`config.mk`:
```
export PLATFORM = sky130hd
export DESIGN_NAME = crwd_queue
export DESIGN_NICKNAME = d
export VERILOG_FILES = /design/src/crwd_pkg.sv /design/src/crwd_queue.sv
export SDC_FILE = /design/constraint.sdc
export NUM_CORES = 1
export LEC_CHECK = 0
export ABC_AREA = 1
export BUFFER_PORTS_ARGS = -buffer_cell sky130_fd_sc_hd__buf_2
export CAP_MARGIN = 20
export CORE_MARGIN = 1
export CORE_UTILIZATION = 47
export CTS_BUF_LIST = sky130_fd_sc_hd__clkbuf_16
export DETAILED_ROUTE_END_ITERATION = 12
export PLACE_DENSITY = 0.75
export SYNTH_ARGS = -nofsm -noshare
export SYNTH_HDL_FRONTEND = slang
export SYNTH_SLANG_ARGS = --single-unit
```
`constraint.sdc`:
```
create_clock -name aclk -period 11.5 [get_ports aclk]
set_input_delay 2.3 -clock aclk [delete_from_list [all_inputs] [get_ports aclk]]
set_output_delay 2.3 -clock aclk [all_outputs]
set_load 0.005 [all_outputs]
```
`src/crwd_pkg.sv`:
```
// Shared types, constants and functions of the circular wrap core.
package crwd_pkg;
    localparam int FRAC_BITS = 16;
    localparam int DW = 32;
    localparam int RW = 36;
    localparam logic [DW-1:0] UPPER_RESET = DW'(360) << FRAC_BITS;

    localparam logic [1:0] REG_LOWER = 2'd0;
    localparam logic [1:0] REG_UPPER = 2'd1;
    localparam logic [1:0] REG_LMIN  = 2'd2;
    localparam logic [1:0] REG_LMAX  = 2'd3;

    localparam logic [1:0] ST_INSIDE = 2'd0;
    localparam logic [1:0] ST_MIN    = 2'd1;
    localparam logic [1:0] ST_MAX    = 2'd2;

    // quotient bits computed by each divider stage
    localparam int QBITS = 4;
    localparam int NSTG  = (RW + QBITS - 1) / QBITS;

    typedef logic signed [RW-1:0] wide_t;

    // one value being wrapped through the divider
    typedef struct packed {
        logic  neg;      // dividend was negative
        logic  pass;     // inside range or zero width
        wide_t base;     // hi or lo, or the value itself on pass
        logic [RW-1:0] rem;  // running remainder magnitude
        logic [RW-1:0] num;  // remaining dividend bits
    } wrap_t;

    // front-end word queued toward the back end
    typedef struct packed {
        wide_t lo;
        wide_t hi;
        wide_t v;
        wide_t t;
        wide_t mn;
        wide_t mx;
    } item_t;

    function automatic wide_t mag(input wide_t x);
        mag = x[RW-1] ? -x : x;
    endfunction

    // shortest signed path from v to t on a circle of width r
    function automatic wide_t shortest(input wide_t v, input wide_t t, input wide_t r);
        wide_t d, up, dn;
        d  = t - v;
        up = d - r;
        dn = d + r;
        if (mag(up) < mag(dn) && mag(up) < mag(d)) shortest = up;
        else if (mag(dn) < mag(up) && mag(dn) < mag(d)) shortest = dn;
        else shortest = d;
    endfunction
endpackage

```
`src/crwd_queue.sv`:
```
// Two-entry queue between front and back ends.
module crwd_queue (
    input  logic            aclk,
    input  logic            aresetn,
    input  logic            in_valid,
    output logic            in_ready,
    input  crwd_pkg::item_t in_item,
    output logic            out_valid,
    input  logic            out_ready,
    output crwd_pkg::item_t out_item
);
    import crwd_pkg::*;

    item_t      mem_reg [2];
    logic       wp_reg, rp_reg;
    logic [1:0] cnt_reg;
    logic       push, pop;

    assign in_ready  = cnt_reg != 2'd2;
    assign out_valid = cnt_reg != 2'd0;
    assign out_item  = mem_reg[rp_reg];
    assign push = in_valid && in_ready;
    assign pop  = out_valid && out_ready;

    // track pointers and fill
    always_ff @(posedge aclk) begin
        if (!aresetn) begin
            wp_reg <= 1'b0;
            rp_reg <= 1'b0;
            cnt_reg <= 2'd0;
        end else begin
            if (push) wp_reg <= ~wp_reg;
            if (pop)  rp_reg <= ~rp_reg;
            cnt_reg <= cnt_reg + 2'(push) - 2'(pop);
        end
    end

    // store the word
    always_ff @(posedge aclk) begin
        if (push) mem_reg[wp_reg] <= in_item;
    end
endmodule

```
# ---- Yosys cells after proc, flatten, opt, wreduce, memory -nomap -nowiden
# Memories as Yosys holds them, arrays and structs flattened. A register that Yosys moved wholly into a read port is not among the register bits.
# Cells that the tools add are included.
dict set report classes {
  add_sub_neg 2
  mul 0
  div 0
  n_lt_le_gt_ge 0
  eq_ne 1
  shift 0
  muxes 4
  bitwise_logic 2
  n_reduce_logical 3
}
# operator count
set op_table {}
lappend op_table {{1-bit 2-to-1 mux} 4}
lappend op_table {{2-bit by 1-bit adder with 2-bit output} 1}
lappend op_table {{1-bit logical AND} 2}
lappend op_table {{2-bit inequality test, second input constant} 1}
lappend op_table {{1-bit inverter} 2}
lappend op_table {{2-bit nonzero test} 1}
lappend op_table {{2-bit by 1-bit subtractor with 2-bit output} 1}
dict set report word_totals {
  register_bits 4
  latch_bits 0
  ramBits 432
  mem_bits_ro 0
  inputBits 220
  out_inout_bits 218
  elab_cells 16
  n_memories 1
}
# name words width read_ports rd_ports_with_merged_regs wr line_no
set mem_list {}
lappend mem_list {mem_reg 2 216 1 1 1 crwd_queue.sv:14} ;# item_t mem_reg [2];

# ---- Longest topological paths before layout
dict set report depth {
  depth_word 4
  depth_mapped 11
  mapped_depth_nobuf 11
}

# ---- Least setup slack after synthesis
# Ideal clock, no wire load.
dict set report synth_path {
  kind {input to register}
  start {input in_valid}
  end {memory mem_reg[0][0] (netlist bit) (enable)}
  setup_ns 0.795
  arrival_time_ns 11.322
  required_time_ns 10.705
  setup_slack_ns -0.618
  stages 2
  path_buffers 0
  cell_sequence {nand2_1 > nor2_1}
}
dict set report synth_between {
  elab_chain_cells 3
}
# item line_no
set synth_rtl {}
lappend synth_rtl {{start, declared} crwd_queue.sv:5} ;# input logic in_valid,
lappend synth_rtl {{1-bit logical AND} crwd_queue.sv:22} ;# assign push = in_valid && in_ready;
lappend synth_rtl {{1-bit 2-to-1 mux} crwd_queue.sv:40} ;# if (push) mem_reg[wp_reg] <= in_item;
lappend synth_rtl {{1-bit 2-to-1 mux (implied by the code)} crwd_queue.sv:40}
lappend synth_rtl {{end, declared} crwd_queue.sv:14}
# No other way between the ends.

==> reports/results.tsv <==
stage	metric	value	unit
status	status	completed	
power_and_ir_drop	leakage	7.94	nW
synthesis	Mapped Avg Cell Area	23.2	µm²
floorplanning	core footprint	0.0345	mm²
grt	grt total ovfl	0	
routing	WL/cell	19.8	µm
critical_path	R2R depth	6	
critical_path	CP endpoint kind	output pin	
critical_path	CP endpoint	out_item[154]	
sta	Fin. Hold Viols	0	
critical_path	Top cell by count, worst path	buf_4	
sta	Max Fclk	167	MHz
grt	initial antenna violation count	9	
grt	vias in the first global route	8573	
power_and_ir_drop	Net Sw Frac	24.5	%
power_and_ir_drop	combinational share of power	21.7	%
cells_and_area	Area growth syn-to-layout	24.7	%
routing	vias	8261	
min_path	Hold Crit Class	reg2reg	
run	Max Cap Violations	0	
cells_and_area	Largest register FFs	432	
cells_and_area	final design utilization	59.3	%
critical_path	CP Cell Sequence	buf_4, buf_4, mux2_4, buf_2	
placement	I/O Buffers	437	
cts	CTS Root Cell	clkbuf_16	
sta	RSZ-0062 raised after global routing	false	
placement	dpl hpwl	22300	µm
floorplanning	width of the chip	189	µm
critical_path	Worst R2R Start	cnt_reg[0]$_SDFF_PN0_	
cts	clock sink total	437	
synthesis	Seq/Total Area, Yosys	79.7	%
sta	Worst-Margin Slew	1.08	ns
critical_path	Arr. time, crit path	3.69	ns
critical_path	CP peak stage delay	0.93	ns
floorplanning	IO Count	438	
sta	Slew Limit Fails	0	
cells_and_area	fin cells	1668	
sta	setup TNS after final layout	0	ns
sta	hold_ws	0.507	ns
grt	global-route wire length before repair	48400	µm
cells_and_area	Final Instance Area	0.0204	mm²
routing	Residual DRC	0	
grt	largest net degree at the start of global routing	79	
floorplanning	die footprint	0.0356	mm²
power_and_ir_drop	Pwr Density	218	mW/mm²
floorplanning	DIE HEIGHT	189	µm
routing	final wirelength	33000	µm
synthesis	Seq cells post-synth	437	
critical_path	startpoint class of the critical path	register	
critical_path	Top delay family on crit path	buffers and inverters	
routing	DR pass1 iterations	4	
critical_path	Crit. path cell count	4	
synthesis	Cell variety after synth	12	
synthesis	Yosys warnings	0	
cells_and_area	Fill cells	2549	
critical_path	Req. time, crit path	9.20	ns
synthesis	Syn Inst Count	708	
critical_path	crit-path max FO	70	
sta	Clock Skew	0.0135	ns
sta	share of the clock period used by the worst path	52.1	%
cells_and_area	# nets final	1396	
critical_path	Crit Path Class	reg2out	
sta	Final Critical Period	5.99	ns
cts	Post-CTS Setup Inserts	0	
critical_path	R2R Setup Slk	8.21	ns
cts	H-tree depth	2	
cts	CTS Hold Bufs	0	
placement	placer congestion estimate	0.842	
power_and_ir_drop	Clk pwr share	31.3	%
routing	1st-iter DRT viols	441	
floorplanning	Starting Density	47.6	%
synthesis	Syn Nets	930	
grt	GR Util All Layers	18.0	%
power_and_ir_drop	NetSw	1.09	mW
cts	CTS tree	built	
placement	Placed Cells	1584	
cts	Clock Tree Buf Depth	3	
critical_path	CP max-delay cell	buf_4	
cts	Clk Latency, worst-skew pair	0.54	ns
power_and_ir_drop	Reg power frac	46.9	%
placement	placed instance area	0.0190	mm²
floorplanning	Site Rows	68	
cts	TritonCTS buffer count	43	
critical_path	Worst R2R End	mem_reg[0][1]$_DFFE_PP_	
critical_path	Buf+Inv Stages, Crit Path	3	
cells_and_area	share of layout cells above drive strength 1	59.9	%
cts	Clock transition at path regs	0.06	ns
sta	Relative slew margins	28.0	%
power_and_ir_drop	internal power	3.37	mW
cts	CTS resizes	0	
synthesis	post-synthesis cell area	0.0164	mm²
routing	DR vias/cell	4.95	
power_and_ir_drop	Max VDD drop	147	µV
routing	Final ANT Viol Nets	0	
sta	# setup viols final	0	
==> placed cells by master, fill, tap and decap left out <==
cell type and instances:
a21oi_1 2, buf_2 437, buf_4 8, bufinv_16 6, clkbuf_16 45, clkinv_1 11, clkinv_2 5, clkinvlp_4 2
dfxtp_1 4, dfxtp_4 1, diode_2 7, edfxtp_1 432, ha_1 2, inv_1 14, inv_8 1, mux2_2 76
mux2_4 140, nand2_1 9, nand3_1 3, nor2_1 7, nor2_4 1
==> worst min-delay path, delay by kind of cell, from the launching register on <==
kind	cells	cell delay (ns)
DFF	1	0.33
and+or+nand+nor	2	0.15
==> worst min-delay path by stage <==
stage	start	end	slack (ns)	cells past startpoint
2_1_floorplan	rp_reg$_SDFFE_PN0P_	register	0.47	2
3_3_place_gp	rp_reg$_SDFFE_PN0P_	rp_reg$_SDFFE_PN0P_	0.49	2
3_5_place_dp	rp_reg$_SDFFE_PN0P_	rp_reg$_SDFFE_PN0P_	0.50	2
4_1_cts	rp_reg$_SDFFE_PN0P_	rp_reg$_SDFFE_PN0P_	0.52	2
5_1_grt	rp_reg$_SDFFE_PN0P_	rp_reg$_SDFFE_PN0P_	0.56	2
6_report	rp_reg$_SDFFE_PN0P_	rp_reg$_SDFFE_PN0P_	0.51	2
==> cell families after synthesis <==
logic type	synth area share, %
flip-flops	79.7
multiplexers	18.0
buffers and inverters	1.54
AND/OR/NAND/NOR	0.481
AO/OA/AOI/OAI	0.0610
adder cells (fa/ha/maj)	0.153
==> per-layer routing <==
layer	global-route usage, %	vias up	wire, µm
met3	5.22	67	2560
met1	20.5	4070	12300
li1	-	3754	-
met2	31.6	366	17100
met4	7.60	4	956
met5	0	-	30
==> power groups by stage <==
| stage | logic [mW] | registers [mW] | clock network [mW] |
|---|---|---|---|
| global route | 1.04 | 2.11 | 1.48 |
| floorplan | 0.629 | 2.13 | 0 |
| CTS | 0.983 | 2.10 | 1.43 |
| detailed placement | 0.980 | 2.13 | 0 |
| finish | 0.968 | 2.09 | 1.40 |
| global placement | 0.961 | 2.12 | 0 |
==> stage by stage <==
| step | worst slack, ns | power (mW) |
|---|---|---|
| after detailed placement | 5.99 | 3.11 |
| after global routing | 5.28 | 4.63 |
| final | 5.51 | 4.46 |
| after CTS | 5.45 | 4.51 |
| after global placement | 6.11 | 3.08 |
| after floorplan | 3.04 | 2.76 |
==> area by class of cell <==
| class | instances | area (µm²) | area share (%) |
|---|---|---|---|
| repair buffers | 445 | 2250 | 11.0 |
| inverters | 7 | 33.8 | 0.165 |
| clock buffers | 45 | 1130 | 5.51 |
| clock inverters | 32 | 292 | 1.43 |
| flip-flops and latches | 437 | 13100 | 64.0 |
| multi-input cells | 240 | 3080 | 15.1 |
| diodes | 7 | 17.5 | 0.0857 |
| well taps | 455 | 569 | 2.79 |
==> synthesized netlist by cell type, drive strengths merged <==
cell type / instances / area share [%]
buf: 24 / 1.4
ha: 2 / 0.15
nand3: 3 / 0.092
edfxtp: 432 / 79
nor2: 8 / 0.18
dfxtp: 5 / 0.61
inv: 7 / 0.16
a21oi: 2 / 0.061
mux2: 216 / 18
nand2: 9 / 0.21
Power figures use the tool's default switching activity.
