<file path="config.mk">
export PLATFORM = sky130hd
export DESIGN_NAME = crwd_back
export DESIGN_NICKNAME = d
export VERILOG_FILES = /design/src/crwd_pkg.sv /design/src/crwd_back.sv
export SDC_FILE = /design/constraint.sdc
export NUM_CORES = 2
export LEC_CHECK = 0
export ABC_AREA = 0
export BUFFER_PORTS_ARGS = -buffer_cell sky130_fd_sc_hd__buf_2
export CORE_ASPECT_RATIO = 1.1
export CORE_MARGIN = 5
export CORE_UTILIZATION = 55
export DETAILED_ROUTE_END_ITERATION = 6
export GPL_TIMING_DRIVEN = 0
export PLACE_DENSITY = 0.74
export SETUP_SLACK_MARGIN = 0.5
export SLEW_MARGIN = 20
export SYNTH_ARGS = -nofsm -noshare
export SYNTH_HDL_FRONTEND = slang
export SYNTH_SLANG_ARGS = --single-unit
</file>
<file path="constraint.sdc">
create_clock -name aclk -period 21.3 [get_ports aclk]
set_clock_uncertainty 0.1 [all_clocks]
set_input_delay 1.065 -clock aclk [delete_from_list [all_inputs] [get_ports aclk]]
set_output_delay 1.065 -clock aclk [all_outputs]
set_load 0.05 [all_outputs]
</file>
<file path="src/crwd_pkg.sv">
// Shared types, constants and functions of the circular wrap core.
package crwd_pkg;
    localparam int FRAC_BITS = 16;
    localparam int DW = 32;
    localparam int RW = 36;
    localparam logic [DW-1:0] UPPER_RESET = DW'(360) << FRAC_BITS;

    localparam logic [1:0] REG_LOWER = 2'd0;
    localparam logic [1:0] REG_UPPER = 2'd1;
    localparam logic [1:0] REG_LMIN  = 2'd2;
    localparam logic [1:0] REG_LMAX  = 2'd3;

    localparam logic [1:0] ST_INSIDE = 2'd0;
    localparam logic [1:0] ST_MIN    = 2'd1;
    localparam logic [1:0] ST_MAX    = 2'd2;

    // quotient bits computed by each divider stage
    localparam int QBITS = 4;
    localparam int NSTG  = (RW + QBITS - 1) / QBITS;

    typedef logic signed [RW-1:0] wide_t;

    // one value being wrapped through the divider
    typedef struct packed {
        logic  neg;      // dividend was negative
        logic  pass;     // inside range or zero width
        wide_t base;     // hi or lo, or the value itself on pass
        logic [RW-1:0] rem;  // running remainder magnitude
        logic [RW-1:0] num;  // remaining dividend bits
    } wrap_t;

    // front-end word queued toward the back end
    typedef struct packed {
        wide_t lo;
        wide_t hi;
        wide_t v;
        wide_t t;
        wide_t mn;
        wide_t mx;
    } item_t;

    function automatic wide_t mag(input wide_t x);
        mag = x[RW-1] ? -x : x;
    endfunction

    // shortest signed path from v to t on a circle of width r
    function automatic wide_t shortest(input wide_t v, input wide_t t, input wide_t r);
        wide_t d, up, dn;
        d  = t - v;
        up = d - r;
        dn = d + r;
        if (mag(up) < mag(dn) && mag(up) < mag(d)) shortest = up;
        else if (mag(dn) < mag(up) && mag(dn) < mag(d)) shortest = dn;
        else shortest = d;
    endfunction
endpackage

</file>
<file path="src/crwd_back.sv">
// Back end: shortest difference, arc clamp and output register.
module crwd_back (
    input  logic            aclk,
    input  logic            aresetn,
    input  logic            in_valid,
    output logic            in_ready,
    input  crwd_pkg::item_t in_item,
    output logic            m_tvalid,
    input  logic            m_tready,
    output logic [103:0]    m_tdata
);
    import crwd_pkg::*;

    logic         vld_reg;
    logic [103:0] data_reg;
    wide_t        r, diff, dmin, dmax, lim;
    logic [DW-1:0] diff_sat;
    logic [1:0]   status;
    logic         outside;

    assign in_ready = !vld_reg || m_tready;

    // compute the result word
    always_comb begin
        r    = in_item.hi - in_item.lo;
        diff = shortest(in_item.v, in_item.t, r);
        if (diff > wide_t'(32'sh7fffffff))       diff_sat = 32'h7fffffff;
        else if (diff < -wide_t'(33'sh80000000)) diff_sat = 32'h80000000;
        else diff_sat = diff[DW-1:0];
        dmin = mag(shortest(in_item.v, in_item.mn, r));
        dmax = mag(shortest(in_item.v, in_item.mx, r));
        outside = (in_item.mn < in_item.mx && (in_item.v > in_item.mx || in_item.v < in_item.mn))
               || (in_item.mn > in_item.mx && in_item.v > in_item.mx && in_item.v < in_item.mn);
        lim = in_item.v;
        status = ST_INSIDE;
        if (in_item.mn != in_item.mx && outside) begin
            if (dmin < dmax) begin
                lim = in_item.mn;
                status = ST_MIN;
            end else begin
                lim = in_item.mx;
                status = ST_MAX;
            end
        end
    end

    // hold the result until taken
    always_ff @(posedge aclk) begin
        if (!aresetn) vld_reg <= 1'b0;
        else if (in_ready) vld_reg <= in_valid;
    end

    always_ff @(posedge aclk) begin
        if (in_ready && in_valid)
            data_reg <= {6'd0, status, lim[DW-1:0], diff_sat, in_item.v[DW-1:0]};
    end

    assign m_tvalid = vld_reg;
    assign m_tdata  = data_reg;
endmodule

</file>
Word level (Yosys, flattened, before mapping)
Index checks and enable logic that the tools add are counted.
{ "totals": {"register_bits": 99, "output_inout_bits": 106} }
{ "op_classes": {"n_reduce_logical": 15, "n_lt_le_gt_ge": 19, "mux": 21, "n_addsub": 21, "n_eq_ne": 1} }
{ "ops": {"columns": ["cell", "count"], "rows": [
  ["$mux 36", 17],
  ["$lt 36x36->1", 15],
  ["$neg 36->36", 11],
  ["$sub 36x36->36", 7],
  ["$add 36x36->36", 3],
  ["$mux 32", 3],
  ["$gt 36x36->1", 2],
  ["$gt 36x32->1 const B", 1],
  ["$lt 36x32->1 const B", 1],
  ["$ne 36x36->1", 1],
  ["$logic_and 1x1->1", 11],
  ["$logic_or 1x1->1", 3],
  ["$mux 2", 1],
  ["$logic_not 1->1", 1]
]} }

Depth between registers and ports, before layout
{ "logic_depth": {"depth_word": 13, "mapped_depth": 81} }

Least setup slack after synthesis
OpenSTA, ideal clock, no wires.
{ "synth_timing": {"path_kind": "input to register", "from": "input in_item[144] in the netlist's numbering", "to": "register data_reg[67], in the netlist m_tdata[67] (data pin)", "setup_slack_ps": 6987, "n_path_buf": 8, "t_arrival_ps": 13946, "t_required_ps": 20933, "stages": 74, "setup_time_ps": 267, "path_cell_list": "inv_1 ha_1 inv_1 fa_1 a21o_1 a21oi_1 o21bai_1 a21oi_1 o21bai_1 a21oi_1 o21bai_1 a21oi_1 o21a_1 o211ai_1 a41oi_1 o21bai_1 a21oi_1 xnor2_1 (+38 left out) a41oi_1 xnor2_1 ha_1 nor2b_1 o21ai_0 nand2b_1 a21oi_1 nor2b_1 o21ai_0 nand2b_1 a211oi_1 o311ai_0 nand2_1 and4b_1 buf_2 buf_2 mux2i_1 o21ai_0"} }
{ "synth_via": {"elab_chain_cells": 13} }
{ "synth_lines": {"columns": ["item", "line", "text"], "rows": [
  ["start: declaration", "crwd_back.sv:7", "input crwd_pkg::item_t in_item,"],
  ["$sub 36x36->36 *", "crwd_back.sv:25", "r = in_item.hi - in_item.lo;"],
  ["$add 36x36->36 / $sub 36x36->36 (equally long branches)", "crwd_pkg.sv:51, crwd_pkg.sv:50", null],
  ["$neg 36->36", "crwd_pkg.sv:43", "mag = x[RW-1] ? -x : x;"],
  ["$mux 36", "crwd_pkg.sv:43", null],
  ["$lt 36x36->1", "crwd_pkg.sv:53", "else if (mag(dn) < mag(up) && mag(dn) < mag(d)) shortest = dn;"],
  ["$logic_and 1x1->1", "crwd_pkg.sv:53", null],
  ["$mux 36", "crwd_pkg.sv:53", null],
  ["$mux 36", "crwd_pkg.sv:52", "if (mag(up) < mag(dn) && mag(up) < mag(d)) shortest = up;"],
  ["$neg 36->36", "crwd_pkg.sv:43", null],
  ["$mux 36", "crwd_pkg.sv:43", null],
  ["$lt 36x36->1 *", "crwd_back.sv:37", "if (dmin < dmax) begin"],
  ["$mux 32 *", "crwd_back.sv:37", null],
  ["$mux 32 *", "crwd_back.sv:36", "if (in_item.mn != in_item.mx && outside) begin"],
  ["via lim[3]", "crwd_back.sv:16", "wide_t r, diff, dmin, dmax, lim;"],
  ["end signal: assignment", "crwd_back.sv:55", "data_reg <= {6'd0, status, lim[DW-1:0], diff_sat, in_item.v[DW-1:0]};"],
  ["end: declaration", "crwd_back.sv:15", "logic [103:0] data_reg;"]
]} }
The timed path passes the listed nets; every way through them passes the cells marked *.
A chain may end at the register's enable or synchronous reset.

Final worst setup path
{ "layout_timing": {"from": "input in_item[144] in the netlist's numbering", "to": "register data_reg[80], in the netlist m_tdata[80] (data pin)"} }
Same word-level chain as after synthesis.

==> results_dict.tcl <==
set metrics [dict create \
    yosysTopAreaCell "ha_1" \
    start_util_pct 55.6 \
    cts_tree "done" \
    vias 50200 \
    clk_pin_slew_ns 0.08 \
    synth_edf_count 98 \
    drt-initial-drc-count 6239 \
    arrival_ns 20.21 \
    place_congestion 1.13 \
    fmax_mhz 49.5 \
    synth_top_area_share_pct 21.2 \
    ys_ff_latch 99 \
    cts_buffer_depth 2 \
    totalWireLength_mm 204 \
    grt_pass1_vias 46200 \
    vias_per_cell 6.76 \
    cp_max_fo 10 \
    firstDrtPassIters 7 \
    antenna_found_initial 14 \
    clock_sinks 99 \
    cts_buffers 9 \
    nets 7343 \
    dieHeight_um 307 \
    cp_num_cells 69 \
    r2r_cells 3 \
    synth_async_sr_flop_share_pct 0 \
    critical_path.startpoint_type "primary input" \
    reg2reg_from "m_tvalid" \
    core_area_mm2 0.0791 \
    ys_types 133 \
    final_common_cell "ha_1" \
    ys_top_cells_by_area "ha_1, xnor2_1, edfxtp_1" \
    grt_max_degree 60 \
    final_antenna_net_count 0 \
    slew_viol_final 0 \
    die_w_um 280 \
    post_drt_wl_per_cell_um 27.5 \
    place_hpwl_mm 174 \
    cp_slowest_cell "clkdlybuf4s15_1" \
    synth-seq-area-share_pct 6.74 \
    clk_latency_ns 0.38 \
    hold-path-cell-count 2 \
    dieArea_mm2 0.0857 \
    layout-drive-gt1-share_pct 9.81 \
    synth_cells 6013 \
    worst_setup_path_end_kind "flip-flop" \
    hold_path.class "flip-flop to flip-flop" \
    rsz0062_at_grt "no" \
    postCtsHoldBufs 0 \
    multiInputGateArea_mm2 0.0390 \
    synthFlopType "edfxtp_1" \
    cts_setup_buffers 0 \
    cpMostUsedCell "a21oi_1" \
    failed_checks "design-rule violations" \
    gr-total-overflow 0 \
    drc 1 \
    netlist_area_mm2 0.0440 \
    finalCritPeriodShare_pct 94.9 \
    worstMarginPinSlew_ns 1.35 \
    avgSynthCellArea_um2 7.31 \
    critical-path-top-delay-family "compound AO/OA/AOI/OAI gates" \
    ios 326 \
    rows 108 \
    cp_slowest_stage_delay_ns 0.81 \
    period_needed_ns 20.21 \
    slew_headroom_pct 9.58 \
    synthToLayoutAreaGrowth_pct 9.03 \
    yosys_warnings 0 \
    tns_ns 0 \
    outcome "finished with violations" \
    port_buffers 319 \
    critPathBufInv 12 \
    fill_cells 7572 \
    final_cell_mix "ha_1, a21oi_1, nor2_1, xnor2_1, inv_1" \
    regArea_mm2 0.00296 \
    grt_pass1_wl_mm 292 \
    criticalPathCategory "primary input to flip-flop" \
    crit_required_ns 21.30 \
    setup_viol 0 \
    cts_resized 0 \
    cts_max_level 3 \
    min_from "m_tvalid" \
    grtUsageTotal_pct 44.7 \
    cts_root_buffer "clkbuf_16" \
    max_cap_violations 0 \
    finalHoldViolations 0 \
    startpoint "in_item[144]" \
]
## layout make-up
cell class                      count  share of cell area [%]
Multi-Input combinational cell   5273                    81.3
Sequential cell                    99                    6.18
Timing Repair Buffer              339                    3.84
Inverter                          443                    3.47
Tap cell                         1045                    2.73
Buffer                            203                    1.81
Clock buffer                        9                   0.470
Clock inverter                      7                   0.159
Antenna cell                        9                  0.0470
## Yosys cell counts (19+ instances only)
| library cell | instances |
|---|---|
| edfxtp_1 | 98 |
| o21a_1 | 82 |
| o22ai_1 | 23 |
| nor3_1 | 155 |
| and3_1 | 67 |
| or3_1 | 47 |
| a41oi_1 | 25 |
| nand2_1 | 405 |
| nor2b_1 | 108 |
| nand4_1 | 115 |
| nand2b_1 | 100 |
| mux2i_1 | 85 |
| a21o_1 | 194 |
| or4_1 | 23 |
| nor4_1 | 55 |
| buf_2 | 31 |
| a211o_1 | 19 |
| a21oi_1 | 528 |
| o211ai_1 | 52 |
| a221oi_1 | 28 |
| nand3_1 | 127 |
| mux2_2 | 24 |
| o21bai_1 | 67 |
| a211oi_1 | 47 |
| inv_1 | 433 |
| or2_2 | 54 |
| o31ai_1 | 60 |
| clkbuf_1 | 153 |
| a2111oi_0 | 22 |
| a31oi_1 | 82 |
| xor2_1 | 225 |
| ha_1 | 745 |
| a221o_1 | 22 |
| and2_1 | 43 |
| o21ai_0 | 356 |
| nor2_1 | 460 |
| xnor2_1 | 485 |
## worst register-to-register path, delay by kind of cell (launching register included)
| family | cells | cell delay (ns) |
|---|---|---|
| and+or+nand+nor | 2 | 0.64 |
| buffers and inverters | 1 | 0.35 |
| DFF | 1 | 0.32 |
## through the flow
stage | hold WS (ns) | std cells | utilization, % | setup WS (ns) | area, um^2
2_1_floorplan | 1.05 | 6018 | - | 6.99 | 44000
3_3_place_gp | 0.408 | 7382 | 59.3 | 0.978 | 46900
3_5_place_dp | 0.447 | 7402 | 60.1 | 1.08 | 47500
4_1_cts | 0.463 | 7418 | 60.5 | 1.41 | 47800
5_1_grt | 0.512 | 7421 | 60.6 | 0.515 | 47900
6_report | 0.469 | 7427 | 60.6 | 1.09 | 47900
## path summary, 6_finish.rpt
path | to | slack [ns]
worst min register to register | m_tvalid | 0.47
worst min-delay path | m_tvalid | 0.47
worst max register to register | m_tdata[30] | 19.51
worst max-delay path | m_tdata[80] | 1.09
## sequential cells by signal, indices dropped and copies added (netlist names)
signal	count
m_tdata	98
m_tvalid	1
## kinds of logic after synthesis
group	share of synthesized area (%)
xor gates and xnor gates	14.3
buffers and inverters	5.73
other	0.00853
and+or+nand+nor	21.5
AOI/OAI and AO/OA	27.4
adders and majority gates	21.7
muxes	2.72
DFF	6.74
## metal layers
metal	up-vias	track usage (%)	part of all wire (%)
met4	14	33.1	9.7
met3	873	11.7	12
met2	3298	67.3	41
li1	22700	-	-
met5	-	0	0.042
met1	23300	54.7	37
Power is left out: the tool's default activity adds up to more than one toggle a clock period on the data nets, which glitch-free logic cannot reach.
